===== src/hw/rtl/zsad_pkg.sv =====
// Shared constants, register codes and sequencer states for the z-score window detector.
`default_nettype none

package zsad_pkg;

    localparam int WINDOW_DEFAULT = 1024;

    localparam int SAMPLE_W  = 16;
    localparam int THR_W     = 8;
    localparam int MINH_W    = 11;
    localparam int CNT_W     = 32;
    localparam int CFG_IDX_W = 2;
    localparam int CFG_DATA_W = 11;

    // shared multiplier operand width
    localparam int MUL_W = 32;

    localparam logic [THR_W-1:0]  THRESHOLD_RESET   = 8'd48;   // 3.0 in Q4.4
    localparam logic [MINH_W-1:0] MIN_HISTORY_RESET = 11'd100;

    // configuration register indexes
    localparam logic [CFG_IDX_W-1:0] REG_THRESHOLD   = 2'd0;
    localparam logic [CFG_IDX_W-1:0] REG_MIN_HISTORY = 2'd1;

    typedef enum logic [3:0] {
        S_IDLE,
        S_NX,
        S_XX,
        S_D2,
        S_S2,
        S_NQL,
        S_NQH,
        S_TT,
        S_OLD,
        S_VL,
        S_VH,
        S_RHS,
        S_DONE
    } state_t;

endpackage

`default_nettype wire


===== src/hw/rtl/zsad_mul.sv =====
// Shared 32x32 unsigned multiplier with registered product.
`default_nettype none

module zsad_mul (
    input  logic                           clk,
    input  logic [zsad_pkg::MUL_W-1:0]     a,
    input  logic [zsad_pkg::MUL_W-1:0]     b,
    output logic [2*zsad_pkg::MUL_W-1:0]   prod
);
    import zsad_pkg::*;

    logic [2*MUL_W-1:0] prod_reg;

    always_ff @(posedge clk)
    begin
        prod_reg <= a * b;
    end

    assign prod = prod_reg;

endmodule

`default_nettype wire


===== config.mk =====
export PLATFORM = sky130hd
export DESIGN_NAME = zsad_mul
export DESIGN_NICKNAME = d
export VERILOG_FILES = /design/src/hw/rtl/zsad_pkg.sv /design/src/hw/rtl/zsad_mul.sv
export SDC_FILE = /design/constraint.sdc
export NUM_CORES = 2
export LEC_CHECK = 0
export BUFFER_PORTS_ARGS = -buffer_cell sky130_fd_sc_hd__buf_2
export CORE_AREA = 4 4 246 248
export DETAILED_ROUTE_END_ITERATION = 12
export DIE_AREA = 0 0 250 252
export HOLD_SLACK_MARGIN = 0.15
export PLACE_DENSITY = 0.88
export SLEW_MARGIN = 15
export SYNTH_ARGS = -nofsm -noshare
export SYNTH_HDL_FRONTEND = slang
export SYNTH_SLANG_ARGS = --single-unit

===== constraint.sdc =====
create_clock -name clk -period 8.9 [get_ports clk]
set_input_delay 0.89 -clock clk [delete_from_list [all_inputs] [get_ports clk]]
set_output_delay 0.89 -clock clk [all_outputs]
set_load 0.01 [all_outputs]

==> results.sh <==
export IMPL_holdPathEnd="prod[0]"
export IMPL_clk_pin_slew_ns=0.06
export IMPL_start_util_pct=59.31
export IMPL_slew_headroom_pct=47.95
export IMPL_drive_gt1_share_pct=5.158
export IMPL_core_area_sq_um=58460
export IMPL_layout_setup_ws_ns=0.5127
export IMPL_synth_top_area_share_pct=51.73
export IMPL_worstPathArrival_ns=8.66
export IMPL_cp_common_cell="fa_1"
export IMPL_vias=25880
export IMPL_cp_end_kind="register"
export IMPL_num_io_pins=129
export IMPL_min_path_cells=2
export IMPL_multi_input_comb_area_sq_um=29310
export IMPL_wire_per_inst_microns=20.43
export IMPL_cts_tree="built"
export IMPL_n_fill_cell=4527
export IMPL_hp_class="in -> reg"
export IMPL_worstPathRequired_ns=9.17
export IMPL_drt_wl_total_mm=91.49
export IMPL_hp_start="b[0]"
export IMPL_cts_setup_buffers=0
export IMPL_clk_path_buf_depth=2
export IMPL_die_height_microns=252
export IMPL_syn_to_final_growth_pct=3.879
export IMPL_grt_max_degree=33
export IMPL_crit_slowest_cell="fa_1"
export IMPL_ctsHoldBuffers=0
export IMPL_ys_ff_latch=64
export IMPL_ant_nets=0
export IMPL_dp_slack_ns=0.3120
export IMPL_die_area_sq_um=63000
export IMPL_syn_area_per_cell_sq_um=9.252
export IMPL_cap_violations=0
export IMPL_synth_area_sq_um=34680
export IMPL_worst_slew_pin_slew_ns=0.7754
export IMPL_fin_nets=4922
export IMPL_outcome="finished clean"
export IMPL_seq_area_frac_synth_pct=3.695
export IMPL_seq_area_sq_um=1281
export IMPL_fin_crit_sh_pct=94.24
export IMPL_path_cells="buf_2 > nand2_1 > fa_1 > inv_1 > fa_1 > inv_1 > fa_1 > inv_1 > fa_1 > fa_1 > fa_1 > fa_1 > inv_1 > fa_1 > inv_1 > ha_1 > nand4_1 > or4_1 > or3_1 > a31oi_1 > a31o_2 > a211oi_1 > o21ai_1 > xor2_1"
export IMPL_fin_tns_setup_ns=0
export IMPL_synth_edf_count=0
export IMPL_dpl_cell_count=4460
export IMPL_fp_row_count=89
export IMPL_cts_buffers=9
export IMPL_hpwlAfterDp_mm=75.87
export IMPL_port_buffers=128
export IMPL_fmax_mhz=119.2
export IMPL_largest_register_ffs=64
export IMPL_firstDrtPassIters=6
export IMPL_crit_fanout=32
export IMPL_fin_crit_ns=8.387
export IMPL_startpoint_type="primary input"
export IMPL_htree_levels=3
export IMPL_clockRootBuffer="clkbuf_16"
export IMPL_via_per_inst=5.781
export IMPL_cp_top_family="adder cells"
export IMPL_grt_total_usage_pct=29.99
export IMPL_gp_congestion=0.9354
export IMPL_hold_violations=0
export IMPL_antenna_found_initial=2
export IMPL_syn_inst=3748
export IMPL_overflow=0
export IMPL_ys_types=57
export IMPL_grt_first_pass_wirelength_mm=149.7
export IMPL_rsz0062_at_grt="false"
export IMPL_yosysMostFrequentCell="fa_1"
export IMPL_syn_num_nets=4972
export IMPL_slowest_delay_ns=0.57
export IMPL_route_detailed_drc=0
export IMPL_ctsResizeCount=0
export IMPL_yosys_area_top_type="fa_1"
export IMPL_cts_sinks=64
export IMPL_synth_commonest_cells="896 x fa_1, 865 x inv_1, 602 x and2_1"
export IMPL_yosys_warnings=0
export IMPL_grt_pass1_vias=29490
export IMPL_slew_viol_final=0
export IMPL_stdcell_count=4477
export IMPL_path_buf_inv=6
export IMPL_synthArstFlopShare_pct=0
export IMPL_ys_flop_type="dfxtp_1"
export IMPL_critPathKind="in -> reg"
export IMPL_die_w_microns=250
export IMPL_drtIter0Drc=1746
export IMPL_synth_top_cells_by_area="fa_1 52%, and2_1 11%, ha_1 9.5%"
export IMPL_final_setup_viol_count=0
-- cells by family after synthesis --
family / after synthesis / share of synthesized area, %
compound gates: 202 / 4.153
xor+xnor: 60 / 1.515
fa+ha+maj: 1159 / 61.22
buf+inv: 1085 / 11.77
flops: 64 / 3.695
mux: 1 / 0.02887
simple gates: 1177 / 17.62
-- metal layers --
| layer | track usage [%] | wire length (microns) | vias to the layer above | part of all wire (%) |
|---|---|---|---|---|
| met4 | 20.13 | 7898 | 0 | 8.6 |
| met5 | 0 | 0 | - | 0 |
| met3 | 5.371 | 7816 | 511 | 8.5 |
| met1 | 33.50 | 29090 | 13110 | 32 |
| li1 | - | - | 10730 | - |
| met2 | 52.74 | 46680 | 1523 | 51 |
-- how the worst max path moves through the flow --
stage,depth (start not counted),to,start
after floorplan,25,prod[62],a[25]
after global placement,24,prod[62],b[8]
after detailed placement,24,prod[62],b[8]
after CTS,24,prod[62],b[8]
after global routing,24,prod[62],b[8]
final,24,prod[62],b[8]
-- layout by cell type (no fill, tap or decap), drive strengths merged, types with 3 or more instances in the layout --
cell type / n
ha: 263
nor2: 20
dfxtp: 64
a21oi: 66
or3: 3
a31oi: 12
and2: 602
nor3: 7
o31ai: 5
a221oi: 4
o21ai: 26
xnor2: 35
inv: 865
a221o: 4
o21a: 9
buf: 159
o21bai: 11
or2: 3
and4: 3
nand4: 23
xor2: 25
nand3: 10
a21o: 40
a211oi: 3
o221ai: 3
nand2: 480
a21boi: 3
clkbuf: 11
fa: 896
and3: 14
or4: 3
-- area by class of cell --
| cell class | count | area share [%] |
|---|---|---|
| multi-input cells | 2599 | 81.38 |
| inverters | 865 | 9.014 |
| flip-flops and latches | 64 | 3.557 |
| well taps | 773 | 2.685 |
| repair buffers | 159 | 2.459 |
| clock buffers | 11 | 0.6739 |
| clock inverters | 5 | 0.2223 |
| diodes | 1 | 0.006947 |
-- stage by stage --
step / instance area (sq um) / utilization [%] / hold WS [ns]
5_1_grt: 36020 / 61.61 / 1.205
3_5_place_dp: 35700 / 61.06 / 1.284
2_1_floorplan: 34680 / - / 1.017
3_3_place_gp: 35700 / 61.06 / 1.290
6_report: 36020 / 61.61 / 1.219
4_1_cts: 36020 / 61.61 / 1.198
Power is not shown: default switching activity piles up to over one toggle a cycle in this logic, so the estimate is an artifact.
